$ cat config.mk
export PLATFORM = sky130hd
export DESIGN_NAME = boot_memory_map_filter
export DESIGN_NICKNAME = d
export VERILOG_FILES = /design/src/rtl/core/bmmf_pkg.sv /design/src/rtl/core/bmmf_parser.sv /design/src/rtl/core/bmmf_queue.sv /design/src/rtl/core/bmmf_emitter.sv /design/src/rtl/core/boot_memory_map_filter.sv
export SDC_FILE = /design/constraint.sdc
export NUM_CORES = 1
export LEC_CHECK = 0
export BUFFER_PORTS_ARGS = -buffer_cell sky130_fd_sc_hd__buf_2
export CORE_ASPECT_RATIO = 0.8
export CORE_MARGIN = 1
export CORE_UTILIZATION = 41
export DETAILED_ROUTE_END_ITERATION = 8
export GPL_ROUTABILITY_DRIVEN = 0
export GPL_TIMING_DRIVEN = 0
export MAX_ROUTING_LAYER = met4
export SETUP_SLACK_MARGIN = 0.3
export SLEW_MARGIN = 20
export SYNTH_ARGS = -nofsm -noshare
export SYNTH_HDL_FRONTEND = slang
export SYNTH_SLANG_ARGS = --single-unit
$ cat constraint.sdc
create_clock -name clk_i -period 20.6 [get_ports clk_i]
set_clock_uncertainty 0.2 [all_clocks]
set_input_delay 1.03 -clock clk_i [delete_from_list [all_inputs] [get_ports clk_i]]
set_output_delay 1.03 -clock clk_i [all_outputs]
set_load 0.02 [all_outputs]
$ cat src/rtl/core/bmmf_pkg.sv
// ----------------------------------------------------------------------------
// bmmf_pkg
// Shared types and constants of the boot memory map filter.
// ----------------------------------------------------------------------------
package bmmf_pkg;

  localparam int unsigned SLOT_W      = 6;
  localparam int unsigned ADDR_W      = 64;
  localparam int unsigned QUEUE_DEPTH = 4;
  localparam int unsigned QPTR_W      = $clog2(QUEUE_DEPTH);
  localparam int unsigned QCNT_W      = $clog2(QUEUE_DEPTH + 1);

  // Tag and entry codes
  localparam logic [31:0] TAG_END       = 32'd0;
  localparam logic [31:0] TAG_MMAP      = 32'd6;
  localparam logic [31:0] ENTRY_USABLE  = 32'd1;
  // Size limits in bytes
  localparam logic [31:0] TAG_HDR_BYTES = 32'd8;
  localparam logic [31:0] MMAP_MIN      = 32'd16;
  localparam logic [31:0] ENTRY_MIN     = 32'd24;
  localparam logic [31:0] WORD_BYTES    = 32'd4;

  // Meaning of the next word of the stream
  typedef enum logic [7:0] {
    PH_WAIT  = 8'b0000_0001,
    PH_RESV  = 8'b0000_0010,
    PH_TTYPE = 8'b0000_0100,
    PH_TSIZE = 8'b0000_1000,
    PH_ESIZE = 8'b0001_0000,
    PH_EVER  = 8'b0010_0000,
    PH_ENTRY = 8'b0100_0000,
    PH_SKIP  = 8'b1000_0000
  } phase_e;

  typedef struct packed {
    logic [31:0] word;
    logic        start_req;
  } bmmf_in_t;

  typedef struct packed {
    logic [SLOT_W-1:0] slot;
    logic [ADDR_W-1:0] region_base;
    logic [ADDR_W-1:0] region_length;
  } bmmf_out_t;

  typedef struct packed {
    logic              full;
    logic              empty;
    logic [QCNT_W-1:0] count;
  } queue_status_t;

endpackage

$ cat src/rtl/core/bmmf_parser.sv
// ----------------------------------------------------------------------------
// bmmf_parser
// Front end: walks the tag stream one word per transfer and pushes one
// region record for every usable memory-map entry that is kept.
// ----------------------------------------------------------------------------
module bmmf_parser #(
  parameter int unsigned MAX_ENTRIES = 64
) (
  input  logic                clk_i,
  input  logic                rst_ni,
  input  logic                accept_i,
  input  bmmf_pkg::bmmf_in_t  in_data_i,
  output logic                push_o,
  output bmmf_pkg::bmmf_out_t push_data_o
);
  import bmmf_pkg::*;

  localparam int unsigned KeptW = $clog2(MAX_ENTRIES + 1);

  phase_e           phase_q, phase_d;
  logic [31:0]      byte_offset_q, byte_offset_d;
  logic [31:0]      total_q, total_d;
  logic             is_mmap_q, is_mmap_d;
  logic [31:0]      left_q, left_d;
  logic [31:0]      entry_bytes_q, entry_bytes_d;
  logic [29:0]      idx_q, idx_d;
  logic [63:0]      base_q, base_d;
  logic [63:0]      length_q, length_d;
  logic [KeptW-1:0] kept_q, kept_d;
  logic             done_q, done_d;

  // Next-state logic for one accepted word
  always_comb begin
    logic [32:0] next_off;
    logic [32:0] ent_end;
    logic [31:0] w;
    logic        body;
    logic        stop;
    phase_d       = phase_q;
    byte_offset_d = byte_offset_q;
    total_d       = total_q;
    is_mmap_d     = is_mmap_q;
    left_d        = left_q;
    entry_bytes_d = entry_bytes_q;
    idx_d         = idx_q;
    base_d        = base_q;
    length_d      = length_q;
    kept_d        = kept_q;
    done_d        = done_q;
    push_o        = 1'b0;
    w             = in_data_i.word;
    next_off      = {1'b0, byte_offset_q} + {1'b0, WORD_BYTES};
    ent_end       = {({1'b0, idx_q} + 31'd1), 2'b00};
    body          = 1'b0;
    stop          = 1'b0;

    if (accept_i) begin
      if (in_data_i.start_req) begin
        // Total size word restarts everything
        total_d       = w;
        byte_offset_d = WORD_BYTES;
        phase_d       = PH_RESV;
        is_mmap_d     = 1'b0;
        left_d        = '0;
        entry_bytes_d = '0;
        idx_d         = '0;
        kept_d        = '0;
        done_d        = (WORD_BYTES >= w);
      end else if (!done_q) begin
        unique case (phase_q)
          PH_RESV: begin
            phase_d = PH_TTYPE;
          end
          PH_TTYPE: begin
            if (w == TAG_END) begin
              stop = 1'b1;
            end else begin
              is_mmap_d = (w == TAG_MMAP);
              phase_d   = PH_TSIZE;
            end
          end
          PH_TSIZE: begin
            if (w < TAG_HDR_BYTES) begin
              stop = 1'b1;
            end else begin
              left_d = w - TAG_HDR_BYTES;
              if (w == TAG_HDR_BYTES) begin
                phase_d = (next_off[2:0] == 3'd0) ? PH_TTYPE : PH_SKIP;
              end else if (is_mmap_q && w >= MMAP_MIN) begin
                phase_d = PH_ESIZE;
              end else begin
                phase_d = PH_SKIP;
              end
            end
          end
          PH_ESIZE: begin
            entry_bytes_d = (w >= ENTRY_MIN && w[1:0] == 2'b00) ? w : '0;
            phase_d       = PH_EVER;
            body          = 1'b1;
          end
          PH_EVER: begin
            idx_d   = '0;
            phase_d = (entry_bytes_q != '0) ? PH_ENTRY : PH_SKIP;
            body    = 1'b1;
          end
          PH_ENTRY: begin
            body = 1'b1;
            if (idx_q == '0 && entry_bytes_q > left_q) begin
              // entry does not fit: drop rest of the tag
              phase_d = PH_SKIP;
            end else begin
              case (idx_q)
                30'd0: base_d   = {32'd0, w};
                30'd1: base_d   = {w, base_q[31:0]};
                30'd2: length_d = {32'd0, w};
                30'd3: length_d = {w, length_q[31:0]};
                30'd4: begin
                  if (w == ENTRY_USABLE && kept_q < KeptW'(MAX_ENTRIES)) begin
                    push_o = 1'b1;
                    kept_d = kept_q + KeptW'(1);
                  end
                end
                default: ;
              endcase
              idx_d = (ent_end >= {1'b0, entry_bytes_q}) ? '0 : idx_q + 30'd1;
            end
          end
          PH_SKIP: begin
            body = 1'b1;
          end
          default: begin
            stop = 1'b1;
          end
        endcase

        if (stop) begin
          done_d  = 1'b1;
          phase_d = PH_WAIT;
        end else begin
          // Tag body bookkeeping and padding
          if (body) begin
            left_d = (left_q > WORD_BYTES) ? left_q - WORD_BYTES : '0;
            if (left_d == '0) begin
              phase_d = (next_off[2:0] == 3'd0) ? PH_TTYPE : PH_SKIP;
            end
          end
          // End of structure
          if (next_off >= {1'b0, total_q}) begin
            done_d  = 1'b1;
            phase_d = PH_WAIT;
          end else begin
            byte_offset_d = next_off[31:0];
          end
        end
      end
    end
  end

  assign push_data_o.slot          = SLOT_W'(kept_q);
  assign push_data_o.region_base   = base_q;
  assign push_data_o.region_length = length_q;

  // Parse state
  always_ff @(posedge clk_i or negedge rst_ni) begin
    if (!rst_ni) begin
      phase_q       <= PH_WAIT;
      byte_offset_q <= '0;
      total_q       <= '0;
      is_mmap_q     <= 1'b0;
      left_q        <= '0;
      entry_bytes_q <= '0;
      idx_q         <= '0;
      kept_q        <= '0;
      done_q        <= 1'b1;
    end else begin
      phase_q       <= phase_d;
      byte_offset_q <= byte_offset_d;
      total_q       <= total_d;
      is_mmap_q     <= is_mmap_d;
      left_q        <= left_d;
      entry_bytes_q <= entry_bytes_d;
      idx_q         <= idx_d;
      kept_q        <= kept_d;
      done_q        <= done_d;
    end
  end

  // Captured entry fields
  always_ff @(posedge clk_i) begin
    base_q   <= base_d;
    length_q <= length_d;
  end

endmodule

$ cat src/rtl/core/bmmf_queue.sv
// ----------------------------------------------------------------------------
// bmmf_queue
// Short FIFO of region records between the parser and the output stage.
// ----------------------------------------------------------------------------
module bmmf_queue (
  input  logic                    clk_i,
  input  logic                    rst_ni,
  input  logic                    push_i,
  input  bmmf_pkg::bmmf_out_t     push_data_i,
  input  logic                    pop_i,
  output bmmf_pkg::bmmf_out_t     pop_data_o,
  output bmmf_pkg::queue_status_t status_o
);
  import bmmf_pkg::*;

  bmmf_out_t         mem_q [QUEUE_DEPTH];
  logic [QPTR_W-1:0] wr_ptr_q, rd_ptr_q;
  logic [QCNT_W-1:0] count_q;

  // Storage
  always_ff @(posedge clk_i) begin
    if (push_i) begin
      mem_q[wr_ptr_q] <= push_data_i;
    end
  end

  // Pointers and fill level
  always_ff @(posedge clk_i or negedge rst_ni) begin
    if (!rst_ni) begin
      wr_ptr_q <= '0;
      rd_ptr_q <= '0;
      count_q  <= '0;
    end else begin
      if (push_i) wr_ptr_q <= wr_ptr_q + QPTR_W'(1);
      if (pop_i)  rd_ptr_q <= rd_ptr_q + QPTR_W'(1);
      case ({push_i, pop_i})
        2'b10:   count_q <= count_q + QCNT_W'(1);
        2'b01:   count_q <= count_q - QCNT_W'(1);
        default: count_q <= count_q;
      endcase
    end
  end

  assign pop_data_o     = mem_q[rd_ptr_q];
  assign status_o.count = count_q;
  assign status_o.full  = (count_q == QCNT_W'(QUEUE_DEPTH));
  assign status_o.empty = (count_q == '0);

endmodule

$ cat src/rtl/core/bmmf_emitter.sv
// ----------------------------------------------------------------------------
// bmmf_emitter
// Back end: output register that drains the queue onto the result channel.
// ----------------------------------------------------------------------------
module bmmf_emitter (
  input  logic                    clk_i,
  input  logic                    rst_ni,
  input  bmmf_pkg::queue_status_t status_i,
  input  bmmf_pkg::bmmf_out_t     pop_data_i,
  output logic                    pop_o,
  output logic                    out_valid_o,
  input  logic                    out_ready_i,
  output bmmf_pkg::bmmf_out_t     out_data_o
);
  import bmmf_pkg::*;

  logic      valid_q;
  bmmf_out_t data_q;

  // Reload when the register is free or its transfer completes
  assign pop_o = !status_i.empty && (!valid_q || out_ready_i);

  always_ff @(posedge clk_i or negedge rst_ni) begin
    if (!rst_ni) begin
      valid_q <= 1'b0;
    end else if (!valid_q || out_ready_i) begin
      valid_q <= !status_i.empty;
    end
  end

  always_ff @(posedge clk_i) begin
    if (pop_o) begin
      data_q <= pop_data_i;
    end
  end

  assign out_valid_o = valid_q;
  assign out_data_o  = data_q;

endmodule

$ cat src/rtl/core/boot_memory_map_filter.sv
// Path: a region is written into the queue when the entry's type word is
//   transferred, and is then loaded into the output register once that is free.
// Throughput: one word per cycle; the parse state updates once per word, and the
//   input stalls only while the four-entry queue is full behind a stalled output.
// Reset: asynchronous, active low; the parser ignores words until a start
//   word arrives, and the queue and output register come up empty.
// ----------------------------------------------------------------------------
// boot_memory_map_filter
// Boot information parser exporting usable RAM regions from the memory map.
// ----------------------------------------------------------------------------
module boot_memory_map_filter #(
  parameter int unsigned MAX_ENTRIES = 64
) (
  input  logic                clk_i,
  input  logic                rst_ni,
  input  logic                in_valid_i,
  output logic                in_ready_o,
  input  bmmf_pkg::bmmf_in_t  in_data_i,
  output logic                out_valid_o,
  input  logic                out_ready_i,
  output bmmf_pkg::bmmf_out_t out_data_o
);
  import bmmf_pkg::*;

  logic          accept;
  logic          push;
  logic          pop;
  bmmf_out_t     push_data;
  bmmf_out_t     pop_data;
  queue_status_t q_status;

  // At most one record per word, so a free queue slot admits a word
  assign in_ready_o = !q_status.full;
  assign accept     = in_valid_i && in_ready_o;

  bmmf_parser #(
    .MAX_ENTRIES(MAX_ENTRIES)
  ) u_parser (
    .clk_i      (clk_i),
    .rst_ni     (rst_ni),
    .accept_i   (accept),
    .in_data_i  (in_data_i),
    .push_o     (push),
    .push_data_o(push_data)
  );

  bmmf_queue u_queue (
    .clk_i      (clk_i),
    .rst_ni     (rst_ni),
    .push_i     (push),
    .push_data_i(push_data),
    .pop_i      (pop),
    .pop_data_o (pop_data),
    .status_o   (q_status)
  );

  bmmf_emitter u_emitter (
    .clk_i      (clk_i),
    .rst_ni     (rst_ni),
    .status_i   (q_status),
    .pop_data_i (pop_data),
    .pop_o      (pop),
    .out_valid_o(out_valid_o),
    .out_ready_i(out_ready_i),
    .out_data_o (out_data_o)
  );

  // Records only come from accepted, non-start words
  a_push_on_accept: assert property (@(posedge clk_i) disable iff (!rst_ni)
    push |-> (accept && !in_data_i.start_req))
    else $error("record pushed without a matching word transfer");

  // Fill level never passes the depth
  a_queue_bound: assert property (@(posedge clk_i) disable iff (!rst_ni)
    q_status.count <= QCNT_W'(QUEUE_DEPTH))
    else $error("queue overflow");

  // A pop always finds data
  a_pop_nonempty: assert property (@(posedge clk_i) disable iff (!rst_ni)
    pop |-> !q_status.empty)
    else $error("queue underflow");

  // A start word clears the slot numbering
  a_slot_restart: assert property (@(posedge clk_i) disable iff (!rst_ni)
    (accept && in_data_i.start_req) |=> (push_data.slot == '0))
    else $error("slot count not cleared by start");

endmodule
==> qor.yml <==
outcome:
  status: "completed"
clocking:
  clkSlewWorstSetupHoldPaths_ns: 0.06
  clock-sinks: 979
  cts_inserted_buffers: 98
  post_cts_buffers: 0
  clk_latency_ns: 0.67
  cts.root.buffer_cell: "clkbuf_16"
  cts-resized-gates: 0
  htree_num_levels: 3
  cts_hold_buf: 0
  cts_tree: "done"
  cts_buffer_depth: 3
yosys:
  synth_compound_area_share_pct: 6.772
  synth_area_leaders: "edfxtp_1 (58%), dfrtp_1 (11%), mux4_2 (7.3%)"
  synth_edf_count: 798
  synth_seq_cells: 979
  yosysTopAreaCell: "edfxtp_1"
  synth-seq-area-share_pct: 68.72
  synth_top_flop_cell: "edfxtp_1"
  ys_async_sr_fraction_pct: 18.49
  synth_top_family_by_area: "simple AND/OR/NAND/NOR gates"
  syn_inst: 2729
  synthesis.nets: 2875
  syn_area_sq_mm: 0.04146
  synth_top_area_share_pct: 57.79
  synth-simple-area-share_pct: 8.772
  syn_avg_cell_area_sq_um: 15.19
  synthXorXnorAreaFrac_pct: 2.324
  synthTopCellsByCount: "edfxtp_1 (798), dfrtp_1 (179), nand2_1 (169), mux4_2 (134), o21ai_0 (134)"
  synthAdderAreaFrac_pct: 3.307
  ys_types: 83
  yosysMostFrequentCell: "edfxtp_1"
  synth_mux_area_share_pct: 7.502
  yosys_warnings: 0
floorplanning:
  die_area_sq_mm: 0.1024
  core_area_sq_mm: 0.09949
  initial_utilization_pct: 41.67
  die_h_um: 286.4
  io_pins: 173
  rows: 103
  chipWidth_um: 357.5
drt:
  drtIter0Drc: 2947
  drc_errors: 0
  first_pass_iters: 6
  num_vias: 25416
  wl_per_cell_um: 25.52
  routed_wirelength_um: 112900
  antenna_left: 0
  via_per_inst: 5.746
power_and_ir_drop:
  p_leak_nw: 17.49
  irDropWorstVdd_mv: 0.06816
  power_mw: 5.337
  power_density_mw_per_mm2: 111.0
place:
  dp_hpwl_um: 76030
  portBuffers: 153
worst_setup_path:
  cp_max_fo: 10
  crit_path_end_kind: "flop"
  crit_required_ns: 20.97
  worst-setup-path-type: "flop to flop"
  crit_arrival_ns: 6.07
  critPathLaunch: "u_parser.idx_q[7]"
  cp-start-kind: "flop"
  timing.rr.start: "u_parser.idx_q[7]"
  r2r_cells: 17
finish:
  drive_gt1_share_pct: 18.19
  nNetsFinal: 3169
  area_growth_pct: 15.99
sta:
  finalHoldViolCount: 0
  setup_violations: 0
  relSlewSlack_pct: 23.89
  rsz0062_at_grt: "false"
  tns_ns: 0
  fin_crit_ns: 5.693
  worst_pin_slew_ns: 1.142
  fmax_mhz: 175.7
  slew_viol_final: 0
  period_share_pct: 27.63
grt:
  overflow: 0
  track_usage_pct: 22.77
  antenna_found_initial: 16
  grt_pass1_wl_um: 165900
  grt_pass1_vias: 25298
  grt_max_degree: 76
min_path:
  worstHoldPathType: "input pin to async pin"
flow_run:
  maxCapViolCount: 0
registers in the layout (all words and copies together) (netlist names), 2 cells and up:
signal and count:
u_parser.left_q 32, u_parser.byte_offset_q 30, u_queue.rd_ptr_q 2, u_queue.wr_ptr_q 2, u_parser.total_q 32, u_queue.count_q 3, u_parser.entry_bytes_q 32, u_parser.kept_q 7
u_parser.phase_q 8, u_emitter.out_data_o 134, u_parser.base_q 64, u_queue.mem_q 536, u_parser.length_q 64, u_parser.idx_q 30
worst max-delay path: stages (launching register included):
cell and delay [ns]:
dfrtp_1 0.32, clkbuf_1 0.31, and4_1 0.31, and4_1 0.34, nand4_1 0.31, or2_2 0.39
clkbuf_1 0.19, or3_1 0.42, xnor2_1 0.30, ha_1 0.31, o21a_1 0.17, o21ai_0 0.27
nor2_1 0.13, o31a_1 0.15, nor3_2 0.68, clkbuf_1 0.49, nand2_1 0.11, o21ai_0 0.21
path summary, 6_finish.rpt:
kind	to	slack [ns]
hold / removal	u_parser.left_q[15]	0.09
setup reg to reg	u_parser.idx_q[12]	14.91
setup / recovery	u_parser.idx_q[12]	14.91
hold reg to reg	u_queue.mem_q[0][14]	0.29
max in group asynchronous	u_parser.done_q	19.00
min in group clk_i	u_queue.mem_q[0][14]	0.29
final cells by class:
cell class / count / area (sq um)
Buffer: 148 / 629.4
Inverter: 127 / 476.7
Fill cell: 8409 / 51400
Multi-Input combinational cell: 1475 / 11960
Clock inverter: 62 / 675.6
Tap cell: 1312 / 1642
Sequential cell: 979 / 28490
Antenna cell: 10 / 25.02
Timing Repair Buffer: 194 / 1619
Clock buffer: 116 / 2571
cell usage in the layout (no fill, tap or decap), types with 21 or more instances in the layout:
master | netlist | routed
edfxtp_1 | 798 | 798
clkbuf_2 | 0 | 21
nor3_1 | 48 | 45
and2_1 | 72 | 68
a21oi_1 | 69 | 68
o21ai_1 | 28 | 28
xnor2_1 | 67 | 67
nand2_1 | 169 | 169
a22o_1 | 53 | 53
mux4_2 | 134 | 134
dfrtp_1 | 179 | 179
nor4_1 | 49 | 48
nand4_1 | 47 | 47
nor2b_1 | 64 | 64
nand3_1 | 49 | 49
ha_1 | 108 | 108
a31oi_1 | 22 | 22
clkbuf_1 | 110 | 103
clkbuf_16 | 0 | 99
inv_1 | 127 | 127
buf_2 | 12 | 166
o21ai_0 | 134 | 134
nor2_1 | 91 | 90
xor2_1 | 43 | 43
metrics by stage:
step | worst slack (ns) | hold WS [ns] | cells | util, % | cell area, sq um
4_1_cts | 14.83 | 0.07426 | 4413 | 48.31 | 48060
2_1_floorplan | 10.87 | 0.2435 | 2729 | - | 41460
5_1_grt | 14.67 | 0.1075 | 4417 | 48.32 | 48080
3_3_place_gp | 5.375 | 0.2641 | 4194 | 44.09 | 43870
3_5_place_dp | 14.45 | 0.2779 | 4235 | 45.04 | 44810
6_report | 14.91 | 0.08527 | 4423 | 48.34 | 48090
per-layer routing:
metal | routed length [um] | GRT usage, % | part of all wire [%] | up-vias
li1 | - | - | - | 11037
met1 | 46960 | 30.51 | 42 | 12909
met2 | 52460 | 34.64 | 46 | 1241
met3 | 10110 | 5.049 | 9.0 | 229
met4 | 3349 | 7.073 | 3.0 | 0
met5 | 0 | - | 0 | -
power by group:
part / internal (mW) / switching (mW) / total [mW]
Clock: 1.03 / 0.769 / 1.80
Sequential: 2.34 / 0.0777 / 2.42
Combinational: 0.435 / 0.690 / 1.13
logic make-up after synthesis:
kind of cell             after synthesis
multiplexers                         143
adder cells (fa/ha/maj)              109
buffers and inverters                275
flip-flops                           979
AO/OA/AOI/OAI                        429
XOR/XNOR                             110
AND/OR/NAND/NOR                      684
(Power assumes the default switching activity.)
